File: src/rtl/hma_pkg.sv
// ----------------------------------------------------------------------------
// hma_pkg
// Shared types, constants and plan tables for the hysteresis mode arbiter.
// ----------------------------------------------------------------------------
`default_nettype none

package hma_pkg;

  localparam int unsigned FrameMs = 100;
  localparam int unsigned DtMax   = 4 * FrameMs;
  localparam int unsigned DtW     = $clog2(DtMax + 1);
  localparam int unsigned QDepth  = 2;
  localparam int unsigned QAw     = $clog2(QDepth);
  localparam int unsigned QCw     = $clog2(QDepth + 1);
  localparam int unsigned NumDwell = 5;
  localparam int unsigned CfgIdxW  = 3;
  localparam int unsigned CfgDataW = 32;

  localparam int unsigned DwLatEnter = 0;
  localparam int unsigned DwLatExit  = 1;
  localparam int unsigned DwThEnter  = 2;
  localparam int unsigned DwThExit   = 3;
  localparam int unsigned DwBoth     = 4;

  typedef enum logic [1:0] {
    MODE_NORMAL   = 2'd0,
    MODE_LATENCY  = 2'd1,
    MODE_THERMAL  = 2'd2,
    MODE_DEGRADED = 2'd3
  } mode_e;

  typedef enum logic [CfgIdxW-1:0] {
    CFG_LAT_ENTER = 3'd0,
    CFG_LAT_EXIT  = 3'd1,
    CFG_TH_ENTER  = 3'd2,
    CFG_TH_EXIT   = 3'd3,
    CFG_HOLD      = 3'd4,
    CFG_LOCKOUT   = 3'd5
  } cfg_idx_e;

  typedef struct packed {
    logic [15:0] lat_enter;
    logic [15:0] lat_exit;
    logic [15:0] th_enter;
    logic [15:0] th_exit;
    logic [31:0] hold;
    logic [31:0] lockout;
  } cfg_t;

  typedef struct packed {
    logic [47:0] time_ms;
    logic        sample_valid;
    logic [15:0] lat_sample;
    logic [15:0] thermal_level;
  } in_word_t;

  typedef struct packed {
    logic [1:0]  mode_now;
    logic        mode_changed;
    logic        lockout_held;
    logic [1:0]  energy_pref;
    logic [6:0]  perf_floor;
    logic        present_fifo;
    logic        use_scaler;
    logic [31:0] transition_count;
    logic [31:0] lockout_hold_count;
  } out_word_t;

  typedef struct packed {
    logic [47:0]    time_ms;
    logic           sample_valid;
    logic [DtW-1:0] dt;
    logic           lat_hi;
    logic           lat_lo;
    logic           th_hi;
    logic           th_lo;
  } cls_word_t;

  function automatic logic [6:0] plan_perf(mode_e m);
    logic [6:0] p;
    unique case (m)
      MODE_NORMAL:   p = 7'd25;
      MODE_LATENCY:  p = 7'd70;
      MODE_THERMAL:  p = 7'd30;
      MODE_DEGRADED: p = 7'd10;
      default:       p = 7'd25;
    endcase
    return p;
  endfunction

endpackage

`default_nettype wire

File: src/rtl/hma_front.sv
// ----------------------------------------------------------------------------
// hma_front
// Accepts sample words, derives the clamped elapsed time and classifies the
// samples against the enter and exit levels.
// ----------------------------------------------------------------------------
`default_nettype none

module hma_front (
  input  wire logic              clk_i,
  input  wire logic              rst_ni,
  input  wire hma_pkg::cfg_t     cfg_i,
  input  wire logic              in_valid_i,
  output logic                   in_stall_o,
  input  wire hma_pkg::in_word_t in_word_i,
  input  wire logic              q_full_i,
  output logic                   q_push_o,
  output hma_pkg::cls_word_t     q_word_o
);

  logic [47:0] last_time_q, last_time_d;
  logic [47:0] raw_dt;

  assign in_stall_o = q_full_i;
  assign q_push_o   = in_valid_i && !q_full_i;
  assign raw_dt     = in_word_i.time_ms - last_time_q;

  always_comb begin
    last_time_d = q_push_o ? in_word_i.time_ms : last_time_q;

    q_word_o.time_ms      = in_word_i.time_ms;
    q_word_o.sample_valid = in_word_i.sample_valid;
    if (in_word_i.time_ms <= last_time_q) begin
      q_word_o.dt = '0;
    end else if (raw_dt > 48'(hma_pkg::DtMax)) begin
      q_word_o.dt = hma_pkg::DtW'(hma_pkg::DtMax);
    end else begin
      q_word_o.dt = raw_dt[hma_pkg::DtW-1:0];
    end
    q_word_o.lat_hi = in_word_i.lat_sample > cfg_i.lat_enter;
    q_word_o.lat_lo = in_word_i.lat_sample < cfg_i.lat_exit;
    q_word_o.th_hi  = in_word_i.thermal_level > cfg_i.th_enter;
    q_word_o.th_lo  = in_word_i.thermal_level < cfg_i.th_exit;
  end

  always_ff @(posedge clk_i or negedge rst_ni) begin
    if (!rst_ni) begin
      last_time_q <= '0;
    end else begin
      last_time_q <= last_time_d;
    end
  end

endmodule

`default_nettype wire

File: src/rtl/hma_queue.sv
// ----------------------------------------------------------------------------
// hma_queue
// Two-entry queue of classified words between the front and the back end.
// ----------------------------------------------------------------------------
`default_nettype none

module hma_queue (
  input  wire logic               clk_i,
  input  wire logic               rst_ni,
  input  wire logic               push_i,
  input  wire hma_pkg::cls_word_t push_word_i,
  output logic                    full_o,
  input  wire logic               pop_i,
  output logic                    valid_o,
  output hma_pkg::cls_word_t      pop_word_o
);

  hma_pkg::cls_word_t           mem_q [hma_pkg::QDepth];
  logic [hma_pkg::QAw-1:0]      wr_ptr_q, wr_ptr_d;
  logic [hma_pkg::QAw-1:0]      rd_ptr_q, rd_ptr_d;
  logic [hma_pkg::QCw-1:0]      count_q, count_d;

  assign full_o     = count_q == hma_pkg::QCw'(hma_pkg::QDepth);
  assign valid_o    = count_q != '0;
  assign pop_word_o = mem_q[rd_ptr_q];

  always_comb begin
    wr_ptr_d = push_i ? wr_ptr_q + 1'b1 : wr_ptr_q;
    rd_ptr_d = pop_i ? rd_ptr_q + 1'b1 : rd_ptr_q;
    count_d  = count_q;
    if (push_i && !pop_i) begin
      count_d = count_q + 1'b1;
    end else if (pop_i && !push_i) begin
      count_d = count_q - 1'b1;
    end
  end

  always_ff @(posedge clk_i) begin
    if (push_i) begin
      mem_q[wr_ptr_q] <= push_word_i;
    end
  end

  always_ff @(posedge clk_i or negedge rst_ni) begin
    if (!rst_ni) begin
      wr_ptr_q <= '0;
      rd_ptr_q <= '0;
      count_q  <= '0;
    end else begin
      wr_ptr_q <= wr_ptr_d;
      rd_ptr_q <= rd_ptr_d;
      count_q  <= count_d;
    end
  end

  assert property (@(posedge clk_i) disable iff (!rst_ni)
    count_q <= hma_pkg::QCw'(hma_pkg::QDepth))
    else $error("queue count exceeds depth");

  assert property (@(posedge clk_i) disable iff (!rst_ni)
    !(pop_i && !valid_o) && !(push_i && full_o))
    else $error("queue underflow or overflow");

  assert property (@(posedge clk_i) disable iff (!rst_ni)
    (push_i && !pop_i) |=> count_q == $past(count_q) + 1'b1)
    else $error("queue count did not follow a push");

endmodule

`default_nettype wire

File: src/rtl/hma_back.sv
// ----------------------------------------------------------------------------
// hma_back
// Updates the dwell timers, applies the lockout and mode rules, and holds
// the result word until it is taken.
// ----------------------------------------------------------------------------
`default_nettype none

module hma_back (
  input  wire logic               clk_i,
  input  wire logic               rst_ni,
  input  wire hma_pkg::cfg_t      cfg_i,
  input  wire logic               q_valid_i,
  input  wire hma_pkg::cls_word_t q_word_i,
  output logic                    q_pop_o,
  output logic                    out_valid_o,
  input  wire logic               out_stall_i,
  output hma_pkg::out_word_t      out_word_o
);

  hma_pkg::mode_e      mode_q, mode_d, target;
  logic [47:0]         lockout_q, lockout_d;
  logic [31:0]         dwell_q [hma_pkg::NumDwell];
  logic [31:0]         dwell_d [hma_pkg::NumDwell];
  logic [31:0]         dwell_upd [hma_pkg::NumDwell];
  logic [hma_pkg::NumDwell-1:0] pred;
  logic [32:0]         dwell_sum [hma_pkg::NumDwell];
  logic [31:0]         trans_q, trans_d;
  logic [31:0]         holds_q, holds_d;
  logic                held, changed;
  logic                out_valid_q;
  hma_pkg::out_word_t  out_q, out_d;

  assign q_pop_o     = q_valid_i && (!out_valid_q || !out_stall_i);
  assign out_valid_o = out_valid_q;
  assign out_word_o  = out_q;

  always_comb begin
    pred[hma_pkg::DwLatEnter] = q_word_i.lat_hi;
    pred[hma_pkg::DwLatExit]  = q_word_i.lat_lo;
    pred[hma_pkg::DwThEnter]  = q_word_i.th_hi;
    pred[hma_pkg::DwThExit]   = q_word_i.th_lo;
    pred[hma_pkg::DwBoth]     = q_word_i.lat_lo && q_word_i.th_lo;
    for (int i = 0; i < hma_pkg::NumDwell; i++) begin
      dwell_sum[i] = {1'b0, dwell_q[i]} + 33'(q_word_i.dt);
      if (!pred[i]) begin
        dwell_upd[i] = '0;
      end else if (dwell_sum[i][32]) begin
        dwell_upd[i] = '1;
      end else begin
        dwell_upd[i] = dwell_sum[i][31:0];
      end
    end

    target = mode_q;
    unique case (mode_q)
      hma_pkg::MODE_NORMAL: begin
        if (q_word_i.th_hi && dwell_upd[hma_pkg::DwThEnter] >= cfg_i.hold) begin
          target = hma_pkg::MODE_THERMAL;
        end else if (q_word_i.lat_hi && dwell_upd[hma_pkg::DwLatEnter] >= cfg_i.hold) begin
          target = hma_pkg::MODE_LATENCY;
        end
      end
      hma_pkg::MODE_LATENCY: begin
        if (q_word_i.th_hi) begin
          target = hma_pkg::MODE_THERMAL;
        end else if (q_word_i.lat_lo && dwell_upd[hma_pkg::DwLatExit] >= cfg_i.hold) begin
          target = hma_pkg::MODE_NORMAL;
        end
      end
      hma_pkg::MODE_THERMAL: begin
        if (q_word_i.th_lo && dwell_upd[hma_pkg::DwThExit] >= cfg_i.hold) begin
          target = hma_pkg::MODE_NORMAL;
        end else if (q_word_i.lat_hi && !q_word_i.th_lo &&
                     dwell_upd[hma_pkg::DwLatEnter] >= cfg_i.hold) begin
          target = hma_pkg::MODE_DEGRADED;
        end
      end
      hma_pkg::MODE_DEGRADED: begin
        if (dwell_upd[hma_pkg::DwBoth] >= cfg_i.hold) begin
          target = hma_pkg::MODE_NORMAL;
        end
      end
      default: target = mode_q;
    endcase

    held    = q_word_i.sample_valid && (q_word_i.time_ms < lockout_q);
    changed = q_word_i.sample_valid && !held && (target != mode_q);

    mode_d    = mode_q;
    lockout_d = lockout_q;
    trans_d   = trans_q;
    holds_d   = holds_q;
    for (int i = 0; i < hma_pkg::NumDwell; i++) begin
      dwell_d[i] = dwell_q[i];
    end
    if (q_pop_o && q_word_i.sample_valid) begin
      for (int i = 0; i < hma_pkg::NumDwell; i++) begin
        dwell_d[i] = changed ? '0 : dwell_upd[i];
      end
      if (held) begin
        holds_d = holds_q + 32'd1;
      end
      if (changed) begin
        mode_d    = target;
        lockout_d = q_word_i.time_ms + 48'(cfg_i.lockout);
        trans_d   = trans_q + 32'd1;
      end
    end

    out_d.mode_now           = mode_d;
    out_d.mode_changed       = changed;
    out_d.lockout_held       = held;
    out_d.energy_pref        = mode_d;
    out_d.perf_floor         = hma_pkg::plan_perf(mode_d);
    out_d.present_fifo       = mode_d == hma_pkg::MODE_DEGRADED;
    out_d.use_scaler         = mode_d == hma_pkg::MODE_DEGRADED;
    out_d.transition_count   = trans_d;
    out_d.lockout_hold_count = holds_d;
  end

  always_ff @(posedge clk_i) begin
    if (q_pop_o) begin
      out_q <= out_d;
    end
  end

  always_ff @(posedge clk_i or negedge rst_ni) begin
    if (!rst_ni) begin
      mode_q      <= hma_pkg::MODE_NORMAL;
      lockout_q   <= '0;
      trans_q     <= '0;
      holds_q     <= '0;
      out_valid_q <= 1'b0;
      for (int i = 0; i < hma_pkg::NumDwell; i++) begin
        dwell_q[i] <= '0;
      end
    end else begin
      mode_q    <= mode_d;
      lockout_q <= lockout_d;
      trans_q   <= trans_d;
      holds_q   <= holds_d;
      if (q_pop_o) begin
        out_valid_q <= 1'b1;
      end else if (!out_stall_i) begin
        out_valid_q <= 1'b0;
      end
      for (int i = 0; i < hma_pkg::NumDwell; i++) begin
        dwell_q[i] <= dwell_d[i];
      end
    end
  end

endmodule

`default_nettype wire

File: src/rtl/hysteresis_mode_arbiter.sv
// ----------------------------------------------------------------------------
// hysteresis_mode_arbiter
// Four-mode arbiter with dwell-time hysteresis and post-transition lockout.
// ----------------------------------------------------------------------------
// The block takes one sample word per clock cycle while the input is not
// stalled and returns exactly one result word for each, in order. An
// accepted word is classified and placed in a two-entry queue; the back end
// takes it from the queue, updating the dwell timers and the mode in a single
// step, and registers the result word, which it offers until it is taken. The
// single-step back-end update and the queue set the sustained rate of one
// word per cycle while the output side keeps up; while the output is stalled
// the queue fills and the input stalls once two words wait there.
// Configuration registers should be written only while no word is in flight.
`default_nettype none

module hysteresis_mode_arbiter (
  input  wire logic                            clk_i,
  input  wire logic                            rst_ni,
  input  wire logic                            cfg_we_i,
  input  wire logic [hma_pkg::CfgIdxW-1:0]     cfg_idx_i,
  input  wire logic [hma_pkg::CfgDataW-1:0]    cfg_data_i,
  input  wire logic                            in_valid_i,
  output logic                                 in_stall_o,
  input  wire hma_pkg::in_word_t               in_word_i,
  output logic                                 out_valid_o,
  input  wire logic                            out_stall_i,
  output hma_pkg::out_word_t                   out_word_o
);

  hma_pkg::cfg_t      cfg_q;
  logic               q_full, q_push, q_pop, q_valid;
  hma_pkg::cls_word_t push_word, pop_word;

  always_ff @(posedge clk_i or negedge rst_ni) begin
    if (!rst_ni) begin
      cfg_q <= '0;
    end else if (cfg_we_i) begin
      unique case (cfg_idx_i)
        hma_pkg::CFG_LAT_ENTER: cfg_q.lat_enter <= cfg_data_i[15:0];
        hma_pkg::CFG_LAT_EXIT:  cfg_q.lat_exit  <= cfg_data_i[15:0];
        hma_pkg::CFG_TH_ENTER:  cfg_q.th_enter  <= cfg_data_i[15:0];
        hma_pkg::CFG_TH_EXIT:   cfg_q.th_exit   <= cfg_data_i[15:0];
        hma_pkg::CFG_HOLD:      cfg_q.hold      <= cfg_data_i;
        hma_pkg::CFG_LOCKOUT:   cfg_q.lockout   <= cfg_data_i;
        default: ;
      endcase
    end
  end

  hma_front u_front (
    .clk_i      (clk_i),
    .rst_ni     (rst_ni),
    .cfg_i      (cfg_q),
    .in_valid_i (in_valid_i),
    .in_stall_o (in_stall_o),
    .in_word_i  (in_word_i),
    .q_full_i   (q_full),
    .q_push_o   (q_push),
    .q_word_o   (push_word)
  );

  hma_queue u_queue (
    .clk_i       (clk_i),
    .rst_ni      (rst_ni),
    .push_i      (q_push),
    .push_word_i (push_word),
    .full_o      (q_full),
    .pop_i       (q_pop),
    .valid_o     (q_valid),
    .pop_word_o  (pop_word)
  );

  hma_back u_back (
    .clk_i       (clk_i),
    .rst_ni      (rst_ni),
    .cfg_i       (cfg_q),
    .q_valid_i   (q_valid),
    .q_word_i    (pop_word),
    .q_pop_o     (q_pop),
    .out_valid_o (out_valid_o),
    .out_stall_i (out_stall_i),
    .out_word_o  (out_word_o)
  );

endmodule

`default_nettype wire
File: config.mk
export PLATFORM = sky130hd
export DESIGN_NAME = hysteresis_mode_arbiter
export DESIGN_NICKNAME = d
export VERILOG_FILES = /design/src/rtl/hma_pkg.sv /design/src/rtl/hma_front.sv /design/src/rtl/hma_queue.sv /design/src/rtl/hma_back.sv /design/src/rtl/hysteresis_mode_arbiter.sv
export SDC_FILE = /design/constraint.sdc
export NUM_CORES = 2
export LEC_CHECK = 0
export BUFFER_PORTS_ARGS = -buffer_cell sky130_fd_sc_hd__buf_2
export CORE_MARGIN = 4
export CORE_UTILIZATION = 44
export CTS_CLUSTER_SIZE = 25
export DETAILED_ROUTE_END_ITERATION = 6
export GPL_ROUTABILITY_DRIVEN = 0
export PLACE_DENSITY_LB_ADDON = 0.15
export SYNTH_ARGS = -nofsm -noshare
export SYNTH_HDL_FRONTEND = slang
export SYNTH_SLANG_ARGS = --single-unit
File: constraint.sdc
create_clock -name clk_i -period 9.2 [get_ports clk_i]
set_input_delay 0 -clock clk_i [delete_from_list [all_inputs] [get_ports clk_i]]
set_output_delay 0 -clock clk_i [all_outputs]
set_load 0.05 [all_outputs]
======== Word-level counts from Yosys, hierarchy flattened ========
Memory sizes are Yosys's and may differ from the RTL's.
Cells that the tools add are included.
storage, ports and cells
  output and inout port bits .............. 81
  register bits ........................... 531
  input bits .............................. 121
  logic and storage cells ................. 140
  memories kept ........................... 1
  bits in writable memories ............... 124
memory list
  memory         depth  bits a word  rd ports  clocked after Yosys merged registers in  write ports  line             text
  u_queue.mem_q  2      62           1         0                                        1            hma_queue.sv:18  hma_pkg::cls_word_t mem_q [hma_pkg::QDepth];
cells by class
  order comparisons ....................... 12
  eq/ne operators ......................... 14
  reductions and logical operators ........ 35
  mux-type cells .......................... 38
  add/sub/neg operators ................... 13
operators by type and width
  operator                                                                number
  32-bit 2-to-1 mux                                                       19
  32-bit by 9-bit adder with 33-bit output                                5
  32-bit greater-or-equal comparator                                      5
  32-bit by 1-bit adder with 32-bit output (second input constant)        2
  48-bit by 32-bit adder with 48-bit output                               1
  48-bit by 9-bit > comparator with 1-bit output (second input constant)  1
  48-bit <= comparator                                                    1
  48-bit < comparator                                                     1
  48-bit subtractor                                                       1
  16-bit > comparator                                                     2
  16-bit < comparator                                                     2
  7-bit case mux with 4 select lines                                      1
  2-bit 2-to-1 mux                                                        11
  9-bit 2-to-1 mux                                                        2
  1-bit logical AND                                                       15
  2-bit AND reduction                                                     7
  2-bit == test (second input constant)                                   5
  2-bit case mux with 4 select lines                                      1
  1-bit zero test                                                         7
  3-bit by 2-bit == test with 1-bit output (second input constant)        2
  3-bit == test (second input constant)                                   2
  2-bit by 1-bit == test with 1-bit output (second input constant)        2
  2-bit zero test                                                         2
  1-bit 2-to-1 mux                                                        4
  9 further kinds                                                         11

======== Logic depth before layout (Yosys ltp) ========
An unclocked memory read counts as a cell.
  word-level depth ........................ 15
  depth in mapped cells ................... 35
  gate-level depth less buffers ........... 29

======== Hierarchy ========
Synthesis repeated with hierarchy kept, for this count alone.
second synthesis, totals
  cell total of the unflattened synthesis .. 4233
  area total of the unflattened synthesis .. 42157.9 sq um
by module, submodules not included
  module                   area an instance (sq um)  sequential area each (sq um)  times used  cells each
  hma_back                 25139.1                   9133.8                        1           2783
  hma_front                7201.9                    1201.2                        1           965
  hma_queue                4963.5                    3823.7                        1           209
  hysteresis_mode_arbiter  4853.4                    3203.1                        1           276

======== Least setup slack after synthesis ========
No wires, ideal clock.
  kind .................................... reg2reg
  start point ............................. register u_queue.rd_ptr_q
  end point ............................... register u_back.out_q, in the netlist u_back.out_word_o[66] (data pin)
  setup time .............................. 0.257 ns
  clock period less this slack ............ 8.250 ns
  required time ........................... 8.943 ns
  cell stages (with the launch flop) ...... 33
  arrival time ............................ 7.993 ns
  path buffers ............................ 8
  slack ................................... 0.950 ns
  cells stage by stage .................... dfrtp_1 -> buf_2 -> buf_1 -> buf_1 -> clkbuf_1 -> clkbuf_1 -> mux2_2 -> fa_1 -> a21o_1 -> a21oi_1 -> nor2b_1 -> o21ai_0 -> a211oi_1 -> o21ai_1 -> or3_1 -> clkbuf_1 -> clkbuf_1 -> a21oi_1 -> ha_1 -> a21oi_1 -> o21ai_0 -> a2111o_1 -> o311ai_1 -> nand3_1 -> a31o_2 -> a22o_1 -> o211ai_2 -> inv_2 -> nand2_1 -> buf_2 -> nor2_1 -> or2_2 -> ha_1
RTL lines
  item                    line             text
  from (decl)             hma_queue.sv:20  logic [hma_pkg::QAw-1:0] rd_ptr_q, rd_ptr_d;
  from (signal assigned)  hma_queue.sv:51  rd_ptr_q <= rd_ptr_d;
  to (signal assigned)    hma_back.sv:123  out_q <= out_d;
  to (decl)               hma_back.sv:31   hma_pkg::out_word_t out_q, out_d;

==> results.md <==
* PostCTS Resize Cnt at 0
* Share of layout cells above drive strength 1 at 11.4%
* Routed via count at 32.7k
* TritonCTS clock tree: built
* LEAKAGE at 20.6 nW
* Tmin final at 8030 ps
* Crit-path max cell delay at 570 ps
* Post-Place Cells at 5565
* Final period util at 87.3%
* Post-Layout Cell Count at 5817
* Ys async rst share at 69.6%
* Drt drc at 0
* Rows at 111
* H-tree depth at 3
* Post-Place Cell Area at 42900 um^2
* Critical Path Source Type: flop
* Clk slew on worst S/H paths at 60 ps
* Fin util at 50.7%
* Crit-path max FO at 51
* Worst Tran Pin Value at 1030 ps
* First-pass GRT wire length at 181000 um
* Worst vdd ir at 281 uV
* Sink Count at 654
* Relative slew margins at 31.0%
* Footprint of the multi-input gates at 21700 um^2
* CTS root buf: clkbuf_16
* Power Total at 13.0 mW
* Mapped Area at 40600 um^2
* Worst-skew pair later-pin latency at 650 ps
* Gr usage total at 23.2%
* Die span in y at 312 um
* Per-cell routed wire length at 19.6 um
* Syn Nets at 4846
* Register area share after synthesis at 42.7%
* Critical path type: reg -> reg
* Final number of hold-violating endpoints at 0
* Mean Syn Cell Area at 9.41 um^2
* CP max stage cell: o21ai_1
* Initial antenna violation count at 10
* DR iter-0 viols at 2592
* Setup violators final at 0
* Routed WL at 114000 um
* Clock skew at 21.4 ps
* Design area at 46500 um^2
* Drt first pass iters at 7
* Die Width at 312 um
* Post-DRT Antenna Nets at 0
* Initial core utilization at 44.3%
* Core ar. at 91700 um^2
* Synth warn at 0
* Number of global-route vias before repair at 31.7k
* Maximum clock path buffer count at 3
* DR vias/cell at 5.61
* Run status: complete, no violations
* HP Class: in -> async
* Port Buf Inserts at 200
* Final-stage net count at 5090
* Distinct cells, synth at 81
* Top cell by count, worst path: a21oi_1
* Area occupied by registers at 17400 um^2
* Post-synth EDFFs at 199
* Synthesis-to-layout area growth at 14.4%
* Inserted Clock Buffers at 77
* Largest net degree at the start of global routing at 153
* Fillers at 8398
* Worst path required time at 9590 ps
* Io pins at 202
* Crit path capture type: flop
* Synthesized instance count at 4316
* Max-cap violation count at 0
* Dpl hpwl at 80500 um
* FMAX at 0.124 GHz
* Die area at 97300 um^2
* Flops & latches, synth at 654
* RSZ-0062 raised after global routing: no
* CP Data Arrival Time at 8420 ps
* Top FF cell, synth: dfrtp_1
* PD cells at 279 nW/um^2
* Grt ovf at 0
* Slew Viols, Final at 0
* Final TNS setup at 0 ps
-- flip-flops by register name, indices dropped and copies added (netlist names) --
register and count:
u_queue.count_q 2, u_back.lockout_q 48, u_queue.wr_ptr_q 1, cfg_q 128
u_back.holds_q 32, u_back.out_word_o 75, u_back.dwell_q 160, u_back.trans_q 32
u_queue.rd_ptr_q 1, u_front.last_time_q 48, u_back.out_valid_o 1, u_back.mode_q 2
u_queue.mem_q 124
-- critical path: cells and delay by family, from the launching register on --
| family | cells | cell delay (ps) |
|---|---|---|
| muxes | 1 | 450 |
| adders and majority gates | 3 | 960 |
| AOI/OAI and AO/OA | 13 | 3750 |
| xor gates and xnor gates | 1 | 180 |
| and+or+nand+nor | 5 | 840 |
| buffers and inverters | 3 | 1010 |
| DFF | 1 | 560 |
-- cell usage in the layout, fill, tap and decap left out, types with 18 or more instances in the layout --
cell           instances
inv_1                266
and2_1                31
o21ai_0              363
o22ai_1               22
o21bai_1              20
dfrtp_1              454
edfxtp_1             199
a21oi_1              297
nand4_1               92
ha_1                 402
nor2b_1               34
o31ai_1               26
nor4_1                18
o21a_1                22
and3_1                60
a21o_1                90
xnor2_1              144
nand3_1              141
mux2_2               109
a211oi_1              29
o41ai_1               42
mux2i_1               19
nand2b_1              33
buf_4                 38
nor3_1                61
a31oi_1               28
nand2_1              573
dlygate4sd3_1        101
xor2_1                86
nor2_1               244
buf_2                199
a31o_2                25
clkbuf_16             79
-- Yosys cell counts (7+ instances only) --
cell       instances  area share (%)
o21ai_1           10            0.12
nor3b_1            9            0.17
nor2_1           248             2.3
a21o_1            90             1.7
a21oi_1          297             3.7
clkbuf_1         140             1.3
nand3_1          141             1.7
fa_1               7            0.34
o21ai_0          363             4.5
o41ai_1           42            0.91
a311oi_1           8            0.17
o21bai_1          20            0.37
a21boi_0           9            0.17
a31oi_1           28            0.43
or2_2             12            0.18
and3_1            60            0.92
nand4_1           92             1.4
o31ai_1           26            0.48
o22ai_1           22            0.34
buf_2             10            0.12
edfxtp_1         199              15
nor2b_1           34            0.52
buf_1             22            0.20
mux2i_1           23            0.57
nand2_1          575             5.3
and2_1            31            0.48
mux2_2           109             3.0
o21a_1            22            0.41
a41oi_1            7            0.15
a2111oi_0         13            0.28
o211ai_1          12            0.22
xor2_1            86             1.9
or3_1             15            0.23
dfrtp_1          455              28
a211oi_1          29            0.54
and4_1            11            0.24
xnor2_1          144             3.1
nor4_1            19            0.29
nand2b_1          33            0.51
nor3_1            62            0.76
inv_1            268             2.5
ha_1             402              12
a31o_2            25            0.54
a211o_1            8            0.17
-- layout make-up --
type | count | area share, %
Antenna cell | 7 | 0.0377
Clock buffer | 102 | 4.59
Clock inverter | 41 | 0.885
Inverter | 269 | 2.18
Multi-Input combinational cell | 3217 | 46.7
Sequential cell | 654 | 37.3
Tap cell | 1186 | 3.19
Timing Repair Buffer | 341 | 5.06
-- where the power goes --
group / switching (mW) / internal [mW] / leakage [nW]
sequential: 0.251 / 3.63 / 7.75
clock: 1.29 / 1.79 / 1.24
combinational: 3.88 / 2.12 / 11.6
-- cell families after synthesis --
group | count (synthesis) | share of synthesized area [%]
compound gates | 1078 | 16.2
fa+ha+maj | 409 | 12.7
mux | 132 | 3.59
other cells | 1 | 0.00923
simple gates | 1367 | 15.6
buf+inv | 445 | 4.18
flops | 654 | 42.7
xor+xnor | 230 | 4.96
-- final timing paths --
| check | from | to | slack [ps] | cells past startpoint |
|---|---|---|---|---|
| max in group asynchronous | rst_ni | u_queue.rd_ptr_q$_DFFE_PN0P_ | 7390 | 4 |
| min in group clk_i | cfg_we_i | cfg_q[122]$_DFFE_PN0P_ | 80 | 4 |
| worst max-delay path | u_queue.rd_ptr_q$_DFFE_PN0P_ | u_back.out_word_o[40]$_DFFE_PP_ | 1170 | 26 |
| worst min-delay path | rst_ni | u_back.dwell_q[136]$_DFFE_PN0P_ | 10 | 3 |
| worst max register to register | u_queue.rd_ptr_q$_DFFE_PN0P_ | u_back.out_word_o[40]$_DFFE_PP_ | 1170 | 26 |
| worst min register to register | u_back.trans_q[31]$_DFF_PN0_ | u_back.trans_q[31]$_DFF_PN0_ | 470 | 1 |
-- repair_timing --
action | 4_1_cts | 5_1_grt
hold buffers | 102 | 0
endpoints found under the setup margin | 0 | 0
setup buffers | 0 | 0
endpoints found under the hold margin | 355 | 0
-- metal layers --
metal | routed length, um | vias up | GRT usage (%)
met5 | 27 | - | 0
met4 | 3480 | 4 | 7.11
met3 | 5720 | 182 | 3.58
met2 | 53400 | 789 | 38.3
met1 | 51400 | 15700 | 31.6
li1 | - | 15900 | -
-- through the flow --
stage	setup WS (ps)	hold WS (ps)
5_1_grt	480	67.4
2_1_floorplan	950	-296
3_5_place_dp	1230	23.5
6_report	1170	11.6
3_3_place_gp	1340	24.0
4_1_cts	1210	22.9
Note: power is estimated with default switching activity, not from simulation.
